**src/vcs_pkg.sv**
```systemverilog
`default_nettype none

package vcs_pkg;

    localparam int FIELD_WIDTH = 16;

    typedef struct packed {
        logic signed [FIELD_WIDTH-1:0] first_x;
        logic signed [FIELD_WIDTH-1:0] first_y;
        logic signed [FIELD_WIDTH-1:0] first_z;
        logic signed [FIELD_WIDTH-1:0] second_x;
        logic signed [FIELD_WIDTH-1:0] second_y;
        logic signed [FIELD_WIDTH-1:0] second_z;
    } request_t;

    typedef struct packed {
        logic signed [FIELD_WIDTH-1:0] cosine;
        logic                          zero_vector;
    } result_t;

    typedef struct packed {
        logic valid;
        logic neg;
        logic zero;
    } tag_t;

endpackage

`default_nettype wire

```
**src/vcs_div_cell.sv**
```systemverilog
`default_nettype none

module vcs_div_cell #(
    parameter int DW = 64,
    parameter int QW = 31
) (
    input  wire logic          clk,
    input  wire logic          rst_n,
    input  wire vcs_pkg::tag_t tag_in,
    input  wire logic [DW:0]   rem_in,
    input  wire logic          shift_in,
    input  wire logic [DW-1:0] divisor_in,
    input  wire logic [QW-1:0] quo_in,
    output vcs_pkg::tag_t      tag_out,
    output logic [DW:0]        rem_out,
    output logic [DW-1:0]      divisor_out,
    output logic [QW-1:0]      quo_out
);

    logic            valid_reg;
    logic            neg_reg;
    logic            zero_reg;
    logic [DW:0]     rem_reg;
    logic [DW-1:0]   divisor_reg;
    logic [QW-1:0]   quo_reg;

    logic [DW:0]     trial;
    logic            fits;

    always_comb
    begin
        trial = {rem_in[DW-1:0], shift_in};
        fits  = trial >= {1'b0, divisor_in};
    end

    always_ff @(posedge clk or negedge rst_n)
    begin
        if (!rst_n)
        begin
            valid_reg <= 1'b0;
        end
        else
        begin
            valid_reg <= tag_in.valid;
        end
    end

    always_ff @(posedge clk)
    begin
        neg_reg      <= tag_in.neg;
        zero_reg     <= tag_in.zero;
        rem_reg      <= fits ? trial - {1'b0, divisor_in} : trial;
        divisor_reg  <= divisor_in;
        quo_reg      <= {quo_in[QW-2:0], fits};
    end

    assign tag_out     = '{valid: valid_reg, neg: neg_reg, zero: zero_reg};
    assign rem_out     = rem_reg;
    assign divisor_out = divisor_reg;
    assign quo_out     = quo_reg;

endmodule

`default_nettype wire

```
**config.mk**
```make
export PLATFORM = sky130hd
export DESIGN_NAME = vcs_div_cell
export DESIGN_NICKNAME = d
export VERILOG_FILES = /design/src/vcs_pkg.sv /design/src/vcs_div_cell.sv
export SDC_FILE = /design/constraint.sdc
export NUM_CORES = 1
export LEC_CHECK = 0
export BUFFER_PORTS_ARGS = -buffer_cell sky130_fd_sc_hd__buf_2
export CORE_ASPECT_RATIO = 2
export CORE_MARGIN = 2
export CORE_UTILIZATION = 45
export CTS_BUF_LIST = sky130_fd_sc_hd__clkbuf_8
export DETAILED_ROUTE_END_ITERATION = 7
export PLACE_DENSITY = 0.78
export SYNTH_ARGS = -nofsm -noshare
export SYNTH_HDL_FRONTEND = slang
export SYNTH_SLANG_ARGS = --single-unit
```
**constraint.sdc**
```tcl
create_clock -name clk -period 0.8 [get_ports clk]
set_input_delay 0.24 -clock clk [delete_from_list [all_inputs] [get_ports clk]]
set_output_delay 0.24 -clock clk [all_outputs]
set_load 0.02 [all_outputs]
```
==> results of run 1 <==
[through the flow]
step                utilization [%]  setup TNS, ns
floorplan                         -        -110.63
global placement               68.1        -132.27
detailed placement             68.1        -136.15
CTS                            93.8        -152.04
[kinds of logic after synthesis]
family | count (synthesis) | synth area share [%]
compound gates | 300 | 21.9
simple gates | 256 | 14.5
flops | 163 | 40.4
buf+inv | 130 | 6.55
fa+ha+maj | 65 | 10.1
xor+xnor | 59 | 6.38
mux | 1 | 0.139
[cell usage after synthesis (all sizes together) (9+ instances only)]
master / number
nor3: 14
and3: 10
o21ai: 95
xor2: 25
buf: 9
nor2: 47
xnor2: 34
o21bai: 16
nand3: 14
inv: 85
clkbuf: 35
dfxtp: 162
a21oi: 110
nand2b: 9
a21o: 24
nand2: 118
nand4: 20
ha: 64
[per-layer routing]
metal | GRT overflow | track usage [%]
met5 | 0 | 0
met4 | 1 | 68.3
met3 | 0 | 35.7
met2 | 1 | 91.5
met1 | 0 | 55.3
[timing repair]
item | in CTS
setup buffers | 36
resized for setup | 788
hold endpoints to repair | 116
setup endpoints to repair | 229
pin swaps | 73
gates cloned | 12
hold buffers | 116
==> flow_metrics.tcl, run 1 <==
set metrics [dict create \
    syn_area_per_cell_um2 8.31 \
    ys_top_cells_by_area "dfxtp_1 (40%), ha_1 (9.9%), a21oi_1 (6.8%)" \
    dpl.cell_count 1743 \
    start_util_pct 45.7 \
    cts.sinks 163 \
    numCtsBuffers 17 \
    dp_hpwl_um 25600 \
    ys_types 56 \
    error_line "[ERROR GRT-0116] Global routing finished with congestion. Check the congestion regions in the DRC Viewer." \
    routabilityCongestion 1.02 \
    syn_area_um2 8100 \
    clockBufferDepth 2 \
    stop_stage "5_1_grt" \
    post-place-ws_ns -2.21 \
    rows 69 \
    synth_top_area_cell "dfxtp_1" \
    htreeDepth 4 \
    overflow 2 \
    grt_pass1_vias 15000 \
    yosysSeqAreaShare_pct 40.4 \
    grt_pass1_wl_um 90700 \
    die_w_um 98.8 \
    root_buffer "clkbuf_8" \
    ys.flop_type "dfxtp_1" \
    grt.total_usage_pct 62.3 \
    synth_edf_count 0 \
    grt_max_degree 19 \
    io_buffer_count 326 \
    yosys_register_bits 163 \
    fp.dieH_um 194 \
    pin_count 329 \
    status "did not finish" \
    place_area_um2 12000 \
    yosysTopAreaCellShare_pct 40.1 \
    synth_nets 1205 \
    yosys_warnings 0 \
    postSynthCellCount 974 \
    synthArstFlopShare_pct 0.613 \
]
==> inputs of run 2 (changes only) <==
--- a/config.mk
+++ b/config.mk
@@ -6,12 +6,10 @@
 export NUM_CORES = 1
 export LEC_CHECK = 0
 export BUFFER_PORTS_ARGS = -buffer_cell sky130_fd_sc_hd__buf_2
-export CORE_ASPECT_RATIO = 2
 export CORE_MARGIN = 2
-export CORE_UTILIZATION = 45
-export CTS_BUF_LIST = sky130_fd_sc_hd__clkbuf_8
+export CORE_UTILIZATION = 40
 export DETAILED_ROUTE_END_ITERATION = 7
-export PLACE_DENSITY = 0.78
+export PLACE_DENSITY_LB_ADDON = 0.15
 export SYNTH_ARGS = -nofsm -noshare
 export SYNTH_HDL_FRONTEND = slang
 export SYNTH_SLANG_ARGS = --single-unit
==> constraint.sdc (replaced) <==
create_clock -name clk -period 1 [get_ports clk]
set_input_delay 0.3 -clock clk [delete_from_list [all_inputs] [get_ports clk]]
set_output_delay 0.3 -clock clk [all_outputs]
set_load 0.02 [all_outputs]
==> flow_metrics.tcl, run 2 <==
set metrics [dict create \
    numCtsBuffers 17 \
    mostFrequentLayoutCells "buf_4 (271), buf_6 (188), dfxtp_2 (162), buf_2 (147), dlygate4sd3_1 (94)" \
    drt_first_iter_violations 996 \
    power_density_nw_per_um2 1480 \
    path_class "primary input to flip-flop" \
    cts.sinks 163 \
    pwr-share-clk_pct 26.6 \
    intPower_mw 16.1 \
    maxSlewHeadroom_pct 54.5 \
    seqPwrFrac_pct 31.4 \
    vdd_drop_max_mv 1.22 \
    clk_pin_slew_ns 0.08 \
    setup_slack_ns -1.51 \
    synthArstFlopShare_pct 0.613 \
    design_area_um2 17100 \
    synth_top_area_cell "dfxtp_1" \
    coreArea_um2 20000 \
    clockBufferDepth 2 \
    fp.dieH_um 146 \
    power_frac_comb_pct 42.0 \
    hold_ws_ns 0.0265 \
    grt_pass1_vias 10900 \
    violations "negative setup slack" \
    fin_nets 1907 \
    synth_nets 1205 \
    ys_types 56 \
    worstSetupStartpoint "divisor_in[11]" \
    grt_pass1_wl_um 59600 \
    grt.total_usage_pct 35.2 \
    pin_count 329 \
    switchingPower_mw 9.15 \
    dr.pass1.iters 8 \
    ff_latch_area_um2 3470 \
    overflow 0 \
    min_from "divisor_in[63]" \
    drv_cap 0 \
    hold_viol 0 \
    syn_area_per_cell_um2 8.31 \
    timing.final.crit_share_pct 251 \
    dp_hpwl_um 22100 \
    drv_slew 0 \
    grt_max_degree 18 \
    largest_reg_flops 65 \
    yosys_warnings 0 \
    yosysSeqAreaShare_pct 40.4 \
    via_count 10800 \
    die_w_um 146 \
    post-place-ws_ns -2.09 \
    fmax_mhz 398 \
    p_leak_nw 7.90 \
    htreeDepth 4 \
    setup_viol 229 \
    final_layout_size_suffix_gt1_share_pct 65.0 \
    swShare_pct 36.3 \
    routabilityCongestion 0.896 \
    multi_input_area_um2 5960 \
    arrival_ns 2.84 \
    postSynthCellCount 974 \
    cts_tree "built" \
    ys.flop_type "dfxtp_1" \
    die_area_um2 21400 \
    final_common_cell "buf_4" \
    synth_common_cells "dfxtp_1 (162), nand2_1 (118), a21oi_1 (110)" \
    root_buffer "clkbuf_16" \
    wl_um 43600 \
    syn_area_um2 8100 \
    start_util_pct 40.4 \
    fillCellCount 1049 \
    yosysMostFrequentCell "dfxtp_1" \
    post-route-min-period_ns 2.51 \
    viasPerCell 5.50 \
    ys_top_cells_by_area "dfxtp_1 (40%), ha_1 (9.9%), a21oi_1 (6.8%)" \
    rows 52 \
    route.detailed.drc 0 \
    rsz0062_at_grt "true" \
    ant_nets 0 \
    path_max_fanout 4 \
    cp.required_ns 1.33 \
    yosys_register_bits 163 \
    place_area_um2 12100 \
    antenna_found_initial 1 \
    io_buffer_count 326 \
    hold_path_class "primary input to flip-flop" \
    area_growth_pct 111 \
    endpoint_kind "flip-flop" \
    wl_per_cell_um 22.2 \
    synth_edf_count 0 \
    status "finished with violations" \
    yosysTopAreaCellShare_pct 40.1 \
    worst_pin_slew_ns 0.675 \
    cp-start-kind "primary input" \
]
[run 2: cell counts after synthesis]
No cell type changed its count.
[run 2: logic make-up after synthesis]
group | share of synthesized area (%)
muxes | 0.139
buffers and inverters | 6.55
adders and majority gates | 10.1
xor gates and xnor gates | 6.38
AOI/OAI and AO/OA | 21.9
and+or+nand+nor | 14.5
DFF | 40.4
[run 2: stage by stage]
stage / setup TNS, ns / cells / power (mW) / utilization (%)
2_1_floorplan: -101.39 / 974 / 11.4 / -
3_3_place_gp: -125.73 / 1791 / 14.5 / 60.3
3_5_place_dp: -124.70 / 1791 / 14.6 / 60.3
4_1_cts: -115.50 / 1947 / 23.8 / 81.2
5_1_grt: -128.87 / 1960 / 26.0 / 85.2
6_report: -122.12 / 1960 / 25.2 / 85.2
[run 2: power groups by stage]
stage          sequential (mW)  clock, mW  combinational (mW)
2_1_floorplan             8.62          0                2.77
3_5_place_dp              7.63          0                6.96
6_report                  7.91       6.71                10.6
5_1_grt                   7.95       6.96                11.0
4_1_cts                   7.83       6.62                9.34
3_3_place_gp              7.62          0                6.91
[run 2: worst paths after layout]
kind,slack (ns),endpoint,depth (start not counted)
max in group asynchronous,0.74,valid_reg$_DFF_PN0_,2
min in group asynchronous,0.18,valid_reg$_DFF_PN0_,2
hold / removal,0.03,divisor_out[63]$_DFF_P_,1
setup / recovery,-1.51,rem_out[64]$_DFF_P_,14
[run 2: what timing repair did]
action	in CTS	in global routing
hold buffers	90	4
endpoints found under the hold margin	90	4
gates cloned	14	0
setup endpoints to repair	229	229
buffers inserted	22	13
pin swaps	55	68
resized for setup	726	176
[run 2: layout make-up]
type	count	share of cell area [%]
multi-input combinational	683	34.9
inverter	86	2.17
clock inverter	14	0.843
timing repair buffer	725	37.3
tap	270	1.98
sequential	163	20.3
antenna	1	0.0147
clock buffer	18	2.51
[run 2: routing by layer]
layer	global-route usage (%)	vias up	share of wire, %
li1	-	4802	-
met1	40.4	5028	36
met2	63.3	725	49
met3	6.88	231	7.8
met4	15.6	0	6.4
met5	0	-	0
[run 2: worst max-delay path: stages]
cell and delay [ns]:
buf_2 0.12, inv_1 0.08, ha_4 0.30, nand2_1 0.21
buf_4 0.24, o21ai_0 0.21, nor2_1 0.09, o21ai_2 0.08
a21oi_2 0.11, o221a_4 0.30, o21ai_4 0.15, a21oi_2 0.08
o31a_1 0.26, mux2_4 0.29
Note: power is estimated with default switching activity, not from simulation.
