$ cat config.mk
export PLATFORM = sky130hd
export DESIGN_NAME = vcs_sqrt_cell
export DESIGN_NICKNAME = d
export VERILOG_FILES = /design/src/vcs_pkg.sv /design/src/vcs_sqrt_cell.sv
export SDC_FILE = /design/constraint.sdc
export NUM_CORES = 1
export LEC_CHECK = 0
export BUFFER_PORTS_ARGS = -buffer_cell sky130_fd_sc_hd__buf_4
export CORE_MARGIN = 2
export CORE_UTILIZATION = 50
export DETAILED_ROUTE_END_ITERATION = 8
export GPL_ROUTABILITY_DRIVEN = 0
export HOLD_SLACK_MARGIN = 0.03
export PLACE_DENSITY_LB_ADDON = 0.2
export SKIP_LAST_GASP = 1
export SLEW_MARGIN = 20
export SYNTH_ARGS = -nofsm -noshare
export SYNTH_HDL_FRONTEND = slang
export SYNTH_SLANG_ARGS = --single-unit
$ cat constraint.sdc
create_clock -name clk -period 1.25 [get_ports clk]
set_clock_uncertainty 0.05 [all_clocks]
set_input_delay 0.125 -clock clk [delete_from_list [all_inputs] [get_ports clk]]
set_output_delay 0.125 -clock clk [all_outputs]
set_load 0.02 [all_outputs]
$ cat src/vcs_pkg.sv
`default_nettype none

package vcs_pkg;

    localparam int FIELD_WIDTH = 16;

    typedef struct packed {
        logic signed [FIELD_WIDTH-1:0] first_x;
        logic signed [FIELD_WIDTH-1:0] first_y;
        logic signed [FIELD_WIDTH-1:0] first_z;
        logic signed [FIELD_WIDTH-1:0] second_x;
        logic signed [FIELD_WIDTH-1:0] second_y;
        logic signed [FIELD_WIDTH-1:0] second_z;
    } request_t;

    typedef struct packed {
        logic signed [FIELD_WIDTH-1:0] cosine;
        logic                          zero_vector;
    } result_t;

    typedef struct packed {
        logic valid;
        logic neg;
        logic zero;
    } tag_t;

endpackage

`default_nettype wire

$ cat src/vcs_sqrt_cell.sv
`default_nettype none

module vcs_sqrt_cell #(
    parameter int QW = 31,
    parameter int K  = 0
) (
    input  wire logic          clk,
    input  wire logic          rst_n,
    input  wire vcs_pkg::tag_t tag_in,
    input  wire logic [QW-1:0] rad_in,
    input  wire logic [QW-1:0] root_in,
    input  wire logic [QW-1:0] rsq_in,
    output vcs_pkg::tag_t      tag_out,
    output logic [QW-1:0]      rad_out,
    output logic [QW-1:0]      root_out,
    output logic [QW-1:0]      rsq_out
);

    localparam logic [QW+1:0] ONE = (QW+2)'(1);

    logic            valid_reg;
    logic            neg_reg;
    logic            zero_reg;
    logic [QW-1:0]   rad_reg;
    logic [QW-1:0]   root_reg;
    logic [QW-1:0]   rsq_reg;

    logic [QW+1:0]   trial_sq;
    logic            fits;

    always_comb
    begin
        trial_sq = (QW+2)'(rsq_in) + ((QW+2)'(root_in) << (K + 1)) + (ONE << (2 * K));
        fits     = trial_sq <= (QW+2)'(rad_in);
    end

    always_ff @(posedge clk or negedge rst_n)
    begin
        if (!rst_n)
        begin
            valid_reg <= 1'b0;
        end
        else
        begin
            valid_reg <= tag_in.valid;
        end
    end

    always_ff @(posedge clk)
    begin
        neg_reg      <= tag_in.neg;
        zero_reg     <= tag_in.zero;
        rad_reg      <= rad_in;
        root_reg     <= fits ? (root_in | QW'(ONE << K)) : root_in;
        rsq_reg      <= fits ? QW'(trial_sq) : rsq_in;
    end

    assign tag_out  = '{valid: valid_reg, neg: neg_reg, zero: zero_reg};
    assign rad_out  = rad_reg;
    assign root_out = root_reg;
    assign rsq_out  = rsq_reg;

endmodule

`default_nettype wire

==> out/results.tsv, run 1 <==
stage	metric	value	unit
run_status	error	[ERROR GRT-0232] Routing congestion too high. Check the congestion heatmap in the GUI.	
cts	cts_buffer_depth	2	
cts	ctsRootBufferMaster	clkbuf_8	
yosys	synth_cell_types	48	
yosys	netlist_area	0.00461	mm2
floorplanning	start_util	50.6	%
cts	cts.htree.levels	3	
yosys	synthTopCellsByArea	dfxtp_1, ha_1, mux2_2	
grt	grt_max_degree	16	
yosys	synth_top_area_share	41.2	%
cts	cts.sinks	96	
cts	cts_buffers	9	
floorplanning	pin_count	194	
grt	grt_use_total	83.5	%
yosys	yosys_most_used_dff	dfxtp_1	
yosys	ys_warn_count	0	
grt	grt_overflow	300	
yosys	synth_edf_count	0	
placement	place_inst	837	
run_status	haltStage	global routing	
yosys	avgSynthCellArea	10.3	um2
yosys	syn_nets	608	
yosys	async_reset_ff_share	1.04	%
floorplanning	die_w	100	um
yosys	synth_cells	448	
yosys	synth_seq_cells	96	
floorplanning	num_rows	35	
yosys	synth_top_area_cell	dfxtp_1	
placement	io_buffers	193	
timing	worst_path_end_type	sequential cell input	
placement	hpwlAfterDp	10400	um
floorplanning	chipHeight	100	um
run_status	outcome	stopped before the end	
yosys	yosysSeqAreaShare	41.8	%
timing	grt-worst-endpoint	rsq_out[17]$_DFF_P_/D	
==> cell families after synthesis <==
logic type / synth area share, %
mux: 7.30
buf+inv: 4.72
simple gates: 8.11
flops: 41.8
fa+ha+maj: 17.0
compound gates: 16.0
xor+xnor: 5.13
==> cell usage after synthesis (all sizes together) (2+ instances only) <==
| master | count |
|---|---|
| a2111oi | 2 |
| a211o | 5 |
| a211oi | 6 |
| a21o | 25 |
| a21oi | 34 |
| a221oi | 3 |
| a31oi | 3 |
| and3 | 3 |
| buf | 6 |
| dfxtp | 95 |
| ha | 61 |
| inv | 42 |
| mux2 | 29 |
| nand2 | 19 |
| nand2b | 2 |
| nand3 | 10 |
| nand4 | 7 |
| nor2 | 16 |
| nor2b | 3 |
| nor3 | 8 |
| o211ai | 2 |
| o21a | 4 |
| o21ai | 17 |
| or2 | 2 |
| or3 | 2 |
| xnor2 | 16 |
| xor2 | 11 |
==> metrics by stage <==
step	utilization, %	hold WS, ns	cell area [um2]	TNS (ns)	setup WS, ns
4_1_cts	92.8	0.171	8450	-81.60	-2.60
3_5_place_dp	76.4	-0.147	6960	-103.97	-3.31
3_3_place_gp	76.4	-0.149	6960	-100.42	-3.18
2_1_floorplan	-	-0.221	4730	-80.99	-2.57
==> repair_timing <==
| item | 4_1_cts |
|---|---|
| endpoints found under the setup margin | 32 |
| hold buffers | 97 |
| cloned | 2 |
| resized for setup | 42 |
| pin swaps | 20 |
| buffers inserted | 6 |
| hold endpoints to repair | 96 |
==> per-layer routing <==
layer | GRT usage (%) | GRT overflow
met4 | 98.7 | 88
met5 | 9.23 | 0
met1 | 76.0 | 1
met3 | 63.0 | 4
met2 | 108 | 207
==> inputs of run 2 (changes only) <==
- CORE_UTILIZATION: 50 -> 35
- HOLD_SLACK_MARGIN: 0.03 -> unset
- PLACE_DENSITY_LB_ADDON: 0.2 -> 0.15
==> run 2 against run 1 <==
Compared with the run above: the flow now finishes, with violations (setup timing); synthesized cell count unchanged; area after synthesis unchanged.
==> out/results.tsv, run 2 <==
stage	metric	value	unit	change
finish	fin_util	70.5	%	
floorplanning	core_area	0.0127	mm2	
yosys	synthTopCellsByArea	dfxtp_1, ha_1, mux2_2		
setup_path	arrival	4.21	ns	
detailed_routing	drc_errors	0		
timing	hold_violations	0		
setup_path	cp_slowest_cell	fa_2		
setup_path	critPathLaunch	root_in[0]		
yosys	synth_cells	448		unchanged
yosys	post_synth_and_or_nand_nor_area_fraction	8.11	%	unchanged
power_and_ir_drop	power.density	1150	mW/mm2	
setup_path	end_kind	flip-flop		
cts	cts.htree.levels	3		unchanged
yosys	yosysMostFrequentCell	dfxtp_1		
floorplanning	num_rows	41		+17%
yosys	netlist_area	0.00461	mm2	unchanged
timing	slew_headroom	60.7	%	
timing	worst_pin_slew	0.583	ns	
grt	grt_pass1_vias	5050		
finish	syn2layout_area_growth	94.5	%	
finish	mostFrequentLayoutCell	buf_4		
yosys	synth_seq_cells	96		unchanged
timing	setup_ws	-2.78	ns	
detailed_routing	highest_layer	met4		
floorplanning	start_util	36.3	%	-14 points
placement	dp_slack	-3.28	ns	+0.0369 ns
detailed_routing	post_drt_wl_per_cell	14.8	um	
yosys	synth_common_cells	dfxtp_1, ha_1, inv_1		
yosys	synth_top_area_cell	dfxtp_1		
yosys	synth_edf_count	0		unchanged
finish	n_antenna_cell	0		
timing	finalCriticalPeriod	4.03	ns	
setup_path	path_buf_inv	4		
setup_path	criticalPathCategory	input port to flip-flop		
detailed_routing	final_antenna_net_count	0		
setup_path	cpMostUsedCell	a21oi_2		
setup_path	worst-path-stages	23		
grt	grt_pass1_wl	24100	um	
setup_path	crit_fanout	7		
cts	cts_buffers	9		unchanged
yosys	ys_warn_count	0		unchanged
cts	cts.sinks	96		unchanged
min_path	hp-class	input port to flip-flop		
yosys	yosys_most_used_dff	dfxtp_1		
detailed_routing	first_pass_iters	4		
timing	max_freq	0.248	GHz	
yosys	syn_nets	608		unchanged
run_status	violations	setup timing		
grt	grt_max_degree	15		
power_and_ir_drop	ir_drop	669	uV	
power_and_ir_drop	leakagePower	4.39	nW	
timing	fin_crit_sh	322	%	
setup_path	cp_top_family	compound AO/OA/AOI/OAI gates		
cts	cts_buffer_depth	2		unchanged
setup_path	crit_end	rsq_out[20]$_DFF_P_		
setup_path	cpPeakStageDelay	0.39	ns	
detailed_routing	wl_met1	6440	um	
timing	grt_setup_unrepaired	yes		
detailed_routing	finalWirelength	15200	um	
detailed_routing	met3WireLength	694	um	
floorplanning	chipHeight	119	um	+19%
finish	nNetsFinal	1012		
placement	io_buffers	193		unchanged
flow_run	drv_cap	0		
timing	setup_viol	32		
floorplanning	die_w	119	um	+19%
yosys	synth_cell_types	48		unchanged
timing	finalMaxSlewViolations	0		
yosys	yosysSeqAreaShare	41.8	%	unchanged
yosys	synth_compound_area_share	16.0	%	unchanged
floorplanning	pin_count	194		unchanged
yosys	synth_top_family_by_area	adder cells		
setup_path	cp.required	1.43	ns	
grt	grt_antenna_before_repair	0		
finish	final_cell_mix	buf_4, dlygate4sd3_1, dfxtp_1, ha_1, inv_1		
floorplanning	die_area	0.0141	mm2	
detailed_routing	drtIter0Drc	103		
placement	hpwlAfterDp	10400	um	+0.32%
yosys	avgSynthCellArea	10.3	um2	unchanged
yosys	synthAdderAreaFrac	17.0	%	unchanged
detailed_routing	dr_wl_met2	7780	um	
yosys	yosys.area_share.xor_xnor	5.13	%	unchanged
placement	place_inst	898		+7.3%
grt	grt_overflow	0		
yosys	async_reset_ff_share	1.04	%	unchanged
cts	clkSlewWorstSetupHoldPaths	0.06	ns	
setup_path	worst_setup_path_start_kind	input port		
detailed_routing	vias	4795		
grt	grt_use_total	21.2	%	
cts	cts_tree	done		
setup_path	crit_chain	buf_8 -> inv_4 -> fa_2 -> nand2b_4 -> a21oi_4 -> o21a_1 -> o211ai_1 -> a21boi_2 -> o21ai_2 -> a211o_1 -> o311ai_4 -> ha_1 -> a21o_1 -> a21oi_2 -> nor2b_1 -> o21ai_1 -> nand2_1 -> a31oi_2 -> a21oi_2 -> a211oi_4 -> buf_6 -> buf_12 -> mux2_4		
detailed_routing	routed_via_density	4.66		
yosys	synthMuxAreaShare	7.30	%	unchanged
yosys	synth_top_area_share	41.2	%	unchanged
run_status	outcome	finished, violations left		
finish	fin_cells	1028		
cts	ctsRootBufferMaster	clkbuf_16		
finish	drive_gt1_share	48.8	%	
[run 2: cell counts after synthesis]
No cell type changed its count.
[run 2: worst min path at each step]
stage / from / end / slack [ns] / depth (start not counted)
after detailed placement: rst_n / valid_reg$_DFF_PN0_ / -0.15 / 1
after floorplan: rst_n / valid_reg$_DFF_PN0_ / -0.22 / 0
after global routing: rsq_in[1] / rsq_out[1]$_DFF_P_ / 0.02 / 3
after global placement: rst_n / valid_reg$_DFF_PN0_ / -0.15 / 1
final: rsq_in[1] / rsq_out[1]$_DFF_P_ / 0.009 / 3
after CTS: rsq_in[1] / rsq_out[1]$_DFF_P_ / 0.03 / 3
[run 2: cell families (layout without fill, tap and decap cells)]
logic type / Yosys count / in the layout
AND/OR/NAND/NOR: 76 / 76
AO/OA/AOI/OAI: 108 / 108
multiplexers: 30 / 30
XOR/XNOR: 27 / 27
buffers and inverters: 49 / 457
adder cells (fa/ha/maj): 62 / 62
flip-flops: 96 / 96
[run 2: final cells by class]
class                      instances  area (um2)
inverter                          42         163
multi-input combinational        303        3060
clock buffer                      12         256
clock inverter                     3        17.5
timing repair buffer             400        3340
tap                              172         215
fill                             966        3750
sequential                        96        1930
[run 2: where the power goes]
part	switching, mW	internal, mW	leakage (nW)
combinational	1.96	2.34	3.45
clock	1.10	1.44	0.134
sequential	0.0857	3.35	0.813
total	3.15	7.14	4.39
[run 2: routing by layer]
metal,vias to the layer above,GRT usage [%]
li1,2395,-
met1,2250,25.3
met2,131,38.0
met3,19,4.15
met4,0,6.40
met5,-,0
[run 2: what timing repair did]
| action | in CTS | in global routing |
|---|---|---|
| setup buffers | 14 | 5 |
| endpoints found under the setup margin | 32 | 32 |
| pin swaps | 35 | 22 |
| hold buffers | 95 | 0 |
| hold endpoints to repair | 95 | 0 |
| resized for setup | 69 | 47 |
| cloned | 1 | 1 |
[run 2: metrics by stage]
stage / cell area, um2 / total power [mW] / hold WS, ns / TNS (ns)
2_1_floorplan: 4730 / 5.35 / -0.221 / -80.99
3_3_place_gp: 7020 / 6.83 / -0.148 / -103.11
3_5_place_dp: 7020 / 6.88 / -0.149 / -102.88
4_1_cts: 8700 / 10.1 / 0.0308 / -81.92
5_1_grt: 8970 / 10.8 / 0.0222 / -92.13
6_report: 8970 / 10.3 / 0.00942 / -87.02
Power figures use the tool's default switching activity.
==> inputs of run 3 (changes only) <==
- CELL_PAD_IN_SITES_DETAIL_PLACEMENT: unset -> 1
- CELL_PAD_IN_SITES_GLOBAL_PLACEMENT: unset -> 2
- CORE_UTILIZATION: 35 -> 30
- SLEW_MARGIN: 20 -> unset
==> run 3 against run 2 <==
Compared with the run above: the flow still finishes with violations (setup timing); critical path depth unchanged; non-clock buffer count increased by 13; sequential cell count unchanged; global-route usage increased by 1.5 points; sequential share of layout area decreased by 0.47 points; count of clock-buffer cells in the layout unchanged; via count increased by 3.4%; cell count increased by 2.9%; critical path type unchanged; critical endpoint is now rsq_out[22]$_DFF_P_; highest routed layer unchanged.
==> out/results.tsv, run 3 (synthesized netlist as in run 2, its figures left out) <==
stage	metric	value	unit	change
run_status	outcome	finished, violations left		
run_status	violations	setup timing		
finish	nNetsFinal	1025		+1.3%
detailed_routing	post_drt_wl_per_cell	17.6	um	+19%
timing	setup_viol	32		unchanged
timing	finalCriticalPeriod	4.02	ns	-0.00802 ns
timing	grt_setup_unrepaired	yes		
detailed_routing	drtIter0Drc	151		+47%
grt	grt_max_degree	16		+1
setup_path	criticalPathCategory	input port to flip-flop		
cts	ctsRootBufferMaster	clkbuf_16		
placement	io_buffers	193		unchanged
setup_path	crit_fanout	8		+1
finish	mostFrequentLayoutCell	buf_4		
timing	finalMaxSlewViolations	0		unchanged
setup_path	cp_slowest_cell	a2111oi_4		
setup_path	cp_top_family	compound AO/OA/AOI/OAI gates		
min_path	hp-class	input port to async pin		
floorplanning	die_w	128	um	+7.7%
cts	cts_buffers	9		unchanged
setup_path	path_buf_inv	5		+1
floorplanning	core_area	0.0151	mm2	+19%
power_and_ir_drop	power.density	1190	mW/mm2	+3.8%
setup_path	cpPeakStageDelay	0.39	ns	about the same
setup_path	crit_chain	buf_6 -> buf_6 -> ha_4 -> a21o_1 -> nand4_1 -> a211oi_2 -> buf_4 -> o21ai_4 -> a2111oi_4 -> nor2_1 -> o21ai_1 -> xor2_1 -> ha_1 -> nand2_2 -> nor2_4 -> a211oi_2 -> nand2_1 -> a31oi_2 -> a21oi_2 -> a211oi_4 -> buf_12 -> buf_16 -> mux2_4		
setup_path	worst_setup_path_start_kind	input port		
setup_path	cp.required	1.44	ns	about the same
grt	grt_pass1_vias	5648		+12%
finish	n_antenna_cell	0		unchanged
power_and_ir_drop	ir_drop	814	uV	+22%
cts	clkSlewWorstSetupHoldPaths	0.07	ns	about the same
finish	final_cell_mix	buf_4, dfxtp_1, dlygate4sd3_1, ha_1, inv_1		
finish	drive_gt1_share	50.8	%	+2.0 points
grt	grt_use_total	22.7	%	+1.5 points
timing	fin_crit_sh	322	%	-0.64 points
floorplanning	chipHeight	128	um	+7.7%
cts	cts_tree	done		
finish	syn2layout_area_growth	98.9	%	
floorplanning	pin_count	194		unchanged
timing	hold_violations	0		unchanged
detailed_routing	vias	4958		+3.4%
timing	slew_headroom	69.0	%	+8.2 points
cts	cts_buffer_depth	2		unchanged
detailed_routing	first_pass_iters	4		unchanged
detailed_routing	routed_via_density	4.69		+0.47%
detailed_routing	finalWirelength	18600	um	+23%
setup_path	end_kind	flip-flop		
timing	holdWs	0.0271	ns	+0.0177 ns
power_and_ir_drop	report.power.total	10.9	mW	+6.1%
setup_path	arrival	4.21	ns	about the same
finish	finish.instance_area	0.00917	mm2	+2.2%
placement	placed_area	0.00714	mm2	+1.6%
detailed_routing	drc_errors	0		unchanged
timing	worst_pin_slew	0.460	ns	-0.122 ns
timing	setup_ws	-2.77	ns	+0.00802 ns
floorplanning	start_util	30.6	%	-5.7 points
placement	hpwlAfterDp	12200	um	+17%
floorplanning	die_area	0.0164	mm2	+16%
floorplanning	num_rows	45		+9.8%
cts	cts.htree.levels	3		unchanged
flow_run	drv_cap	0		unchanged
timing	max_freq	0.249	GHz	+0.20%
cts	cts.sinks	96		unchanged
detailed_routing	final_antenna_net_count	0		unchanged
grt	grt_antenna_before_repair	0		unchanged
grt	grt_overflow	0		unchanged
grt	grt_pass1_wl	28900	um	+20%
power_and_ir_drop	leakagePower	4.51	nW	+2.6%
## run 3: cell types whose count changed in the layout (fill, tap and decap cells not counted), sizes merged
| cell | change |
|---|---|
| clkinv | -1 |
| dlygate4sd3 | -1 |
| bufinv | +1 |
| clkinvlp | +1 |
| clkbuf | -1 |
| buf | +15 |
## run 3: cell type report
class	instances	area, um2
Sequential cell	96	1930
Timing Repair Buffer	413	3450
Clock buffer	12	246
Tap cell	188	235
Multi-Input combinational cell	303	3100
Clock inverter	4	53.8
Inverter	42	158
Fill cell	1648	5920
## run 3: worst paths after layout
check	start	to	slack [ns]	cells past startpoint
worst max-delay path	root_in[0]	rsq_out[22]$_DFF_P_	-2.77	23
worst min-delay path	rst_n	valid_reg$_DFF_PN0_	0.03	2
max in group asynchronous	rst_n	valid_reg$_DFF_PN0_	1.04	2
min in group clk	root_in[0]	root_out[0]$_SDFF_PP1_	0.10	4
## run 3: power by group
group	switching, mW	internal, mW
clock network	1.26	1.61
registers	0.0937	3.35
logic	2.14	2.45
## run 3: timing repair
item | 4_1_cts | 5_1_grt
endpoints found under the hold margin | 94 | 0
setup buffers | 17 | 6
hold buffers | 94 | 0
pin swaps | 45 | 30
cloned | 3 | 0
gates resized for setup | 105 | 22
setup endpoints to repair | 32 | 32
## run 3: per-stage QoR
stage,util [%],cells,setup TNS (ns),setup slack (ns)
3_3_place_gp,47.3,925,-104.70,-3.28
4_1_cts,60.1,1055,-82.21,-2.63
6_report,60.8,1058,-87.95,-2.77
3_5_place_dp,47.3,925,-108.58,-3.41
5_1_grt,60.8,1058,-92.24,-2.91
2_1_floorplan,-,448,-80.99,-2.57
## run 3: layer usage
metal / vias up / GRT usage [%] / part of all wire [%]
li1: 2422 / - / -
met1: 2384 / 26.0 / 42
met2: 130 / 42.3 / 52
met3: 22 / 4.17 / 4.3
met4: 0 / 7.43 / 1.9
met5: - / 0 / 0
==> inputs of run 4 (changes only) <==
- BUFFER_PORTS_ARGS: -buffer_cell sky130_fd_sc_hd__buf_4 -> unset
- CORE_UTILIZATION: 30 -> 35
- DONT_BUFFER_PORTS: unset -> 1
- GPL_TIMING_DRIVEN: unset -> 0
==> run 4 against run 3 <==
Compared with the run above: the flow still finishes with violations (setup timing); via count fell by 23%; combinational power fell by 41%; critical path depth fell by 3; maximum frequency rose by 7.2%; count of clock-buffer cells in the layout fell by 2; utilization fell by 6.7 points; total power fell by 15%; first-iteration DRC count fell by 31%; cell count fell by 28%; highest routed layer unchanged.
==> out/results.tsv, run 4 (synthesized netlist as in run 2, its figures left out) <==
stage	metric	value	unit	change
detailed_routing	drc_errors	0		unchanged
grt	grt_pass1_vias	4243		-25%
detailed_routing	first_pass_iters	4		unchanged
floorplanning	pin_count	194		unchanged
detailed_routing	post_drt_wl_per_cell	18.5	um	+5.0%
finish	syn2layout_area_growth	49.1	%	
min_path	hp-class	input port to flip-flop		
setup_path	criticalPathCategory	input port to flip-flop		
detailed_routing	routed_via_density	5.04		+7.6%
finish	n_antenna_cell	0		unchanged
floorplanning	chipHeight	119	um	-7.2%
timing	hold_violations	0		unchanged
grt	grt_overflow	0		unchanged
grt	grt_antenna_before_repair	0		unchanged
timing	holdWs	0.121	ns	+0.0935 ns
timing	max_freq	0.267	GHz	+7.2%
timing	finalMaxSlewViolations	0		unchanged
setup_path	crit_chain	ha_2 -> a211oi_2 -> nor2_1 -> or3_4 -> o21ai_4 -> a21oi_2 -> o21a_1 -> nor2_1 -> xnor2_1 -> ha_1 -> nand4_1 -> nor3_2 -> a221oi_2 -> o21ai_1 -> o21ai_2 -> a21oi_2 -> a211oi_4 -> buf_6 -> buf_8 -> mux2_2		
run_status	outcome	finished, violations left		
finish	fin_util	54.0	%	-6.7 points
floorplanning	num_rows	41		-8.9%
min_path	worstHoldStart	root_in[0]		
power_and_ir_drop	ir_drop	705	uV	-13%
setup_path	cpPeakStageDelay	0.42	ns	+0.03 ns
floorplanning	core_area	0.0127	mm2	-16%
cts	clkSlewWorstSetupHoldPaths	0.06	ns	about the same
timing	worst_pin_slew	0.537	ns	+0.0766 ns
detailed_routing	vias	3839		-23%
timing	fin_crit_sh	300	%	-21 points
floorplanning	start_util	36.3	%	+5.7 points
timing	setup_viol	32		unchanged
detailed_routing	final_antenna_net_count	0		unchanged
cts	cts.sinks	96		unchanged
cts	cts_tree	done		
flow_run	drv_cap	0		unchanged
cts	cts.htree.levels	3		unchanged
setup_path	end_kind	flip-flop		
placement	hpwlAfterDp	9480	um	-22%
run_status	violations	setup timing		
placement	io_buffers	0		-100%
setup_path	critPathLaunch	root_in[7]		
setup_path	cp_slowest_cell	or3_4		
finish	drive_gt1_share	25.1	%	-26 points
timing	slew_headroom	63.8	%	-5.2 points
floorplanning	die_area	0.0141	mm2	-14%
power_and_ir_drop	power.density	1350	mW/mm2	+14%
setup_path	crit_fanout	6		-2
timing	grt_setup_unrepaired	yes		
finish	nNetsFinal	744		-27%
detailed_routing	drtIter0Drc	104		-31%
setup_path	arrival	3.93	ns	-0.28 ns
grt	grt_pass1_wl	22000	um	-24%
setup_path	cp_top_family	compound AO/OA/AOI/OAI gates		
power_and_ir_drop	leakagePower	3.04	nW	-32%
timing	finalCriticalPeriod	3.75	ns	-0.268 ns
cts	ctsRootBufferMaster	clkbuf_16		
floorplanning	die_w	119	um	-7.2%
setup_path	cp.required	1.43	ns	about the same
grt	grt_max_degree	16		unchanged
cts	cts_buffers	9		unchanged
placement	dp_slack	-3.33	ns	+0.0779 ns
grt	grt_use_total	19.8	%	-2.9 points
setup_path	path_buf_inv	2		-3
cts	cts_buffer_depth	2		unchanged
finish	final_cell_mix	dlygate4sd3_1, dfxtp_1, ha_1, inv_1, a21o_1		
finish	mostFrequentLayoutCell	dlygate4sd3_1		
timing	setup_ws	-2.50	ns	+0.268 ns
setup_path	worst_setup_path_start_kind	input port		
detailed_routing	finalWirelength	14100	um	-24%
==> run 4: changes by cell type in the layout (fill, tap and decap cells not counted), moves of 3 or more <==
cell	before	now
mux2_1	0	3
mux2_2	0	14
a21oi_2	13	10
o21ai_1	7	4
a21oi_1	20	23
dlygate4sd3_1	94	98
clkinv_2	0	4
nor3_4	4	1
mux2_4	29	12
buf_4	305	24
==> run 4: power by group <==
group / internal (mW) / switching (mW)
clock: 1.59 / 1.16
sequential: 3.36 / 0.483
combinational: 1.42 / 1.28
==> run 4: repair_timing <==
item | CTS | global route
pin swaps | 32 | 18
buffers inserted | 17 | 8
gates cloned | 1 | 2
hold buffers | 98 | 0
endpoints found under the setup margin | 32 | 32
endpoints found under the hold margin | 97 | 0
resized for setup | 68 | 24
==> run 4: worst paths after layout <==
kind / end / slack (ns) / depth (start not counted)
max in group asynchronous: valid_reg$_DFF_PN0_ / 0.56 / 2
worst max-delay path: rsq_out[9]$_DFF_P_ / -2.50 / 20
min in group asynchronous: valid_reg$_DFF_PN0_ / 0.49 / 2
worst min-delay path: rsq_out[1]$_DFF_P_ / 0.12 / 3
==> run 4: layout make-up <==
class                           instances  area (um2)
Sequential cell                        96        1930
Clock inverter                          6        58.8
Timing Repair Buffer                  126        1230
Fill cell                            1392        5850
Buffer                                  6        61.3
Multi-Input combinational cell        303        2990
Inverter                               42         158
Tap cell                              172         215
Clock buffer                           10         239
==> run 4: routing by layer <==
metal / vias to the layer above / GRT usage, % / share of wire, %
li1: 1866 / - / -
met1: 1833 / 23.1 / 42
met2: 126 / 34.9 / 51
met3: 14 / 5.12 / 6.0
met4: 0 / 7.14 / 1.4
met5: - / 0 / 0
==> run 4: through the flow <==
stage	total power [mW]	TNS, ns	area [um2]	cells
3_3_place_gp	5.76	-104.68	4940	620
3_5_place_dp	5.80	-105.15	4940	620
5_1_grt	9.80	-84.92	6870	761
2_1_floorplan	5.35	-80.99	4730	448
6_report	9.29	-78.64	6870	761
4_1_cts	9.19	-77.88	6670	751
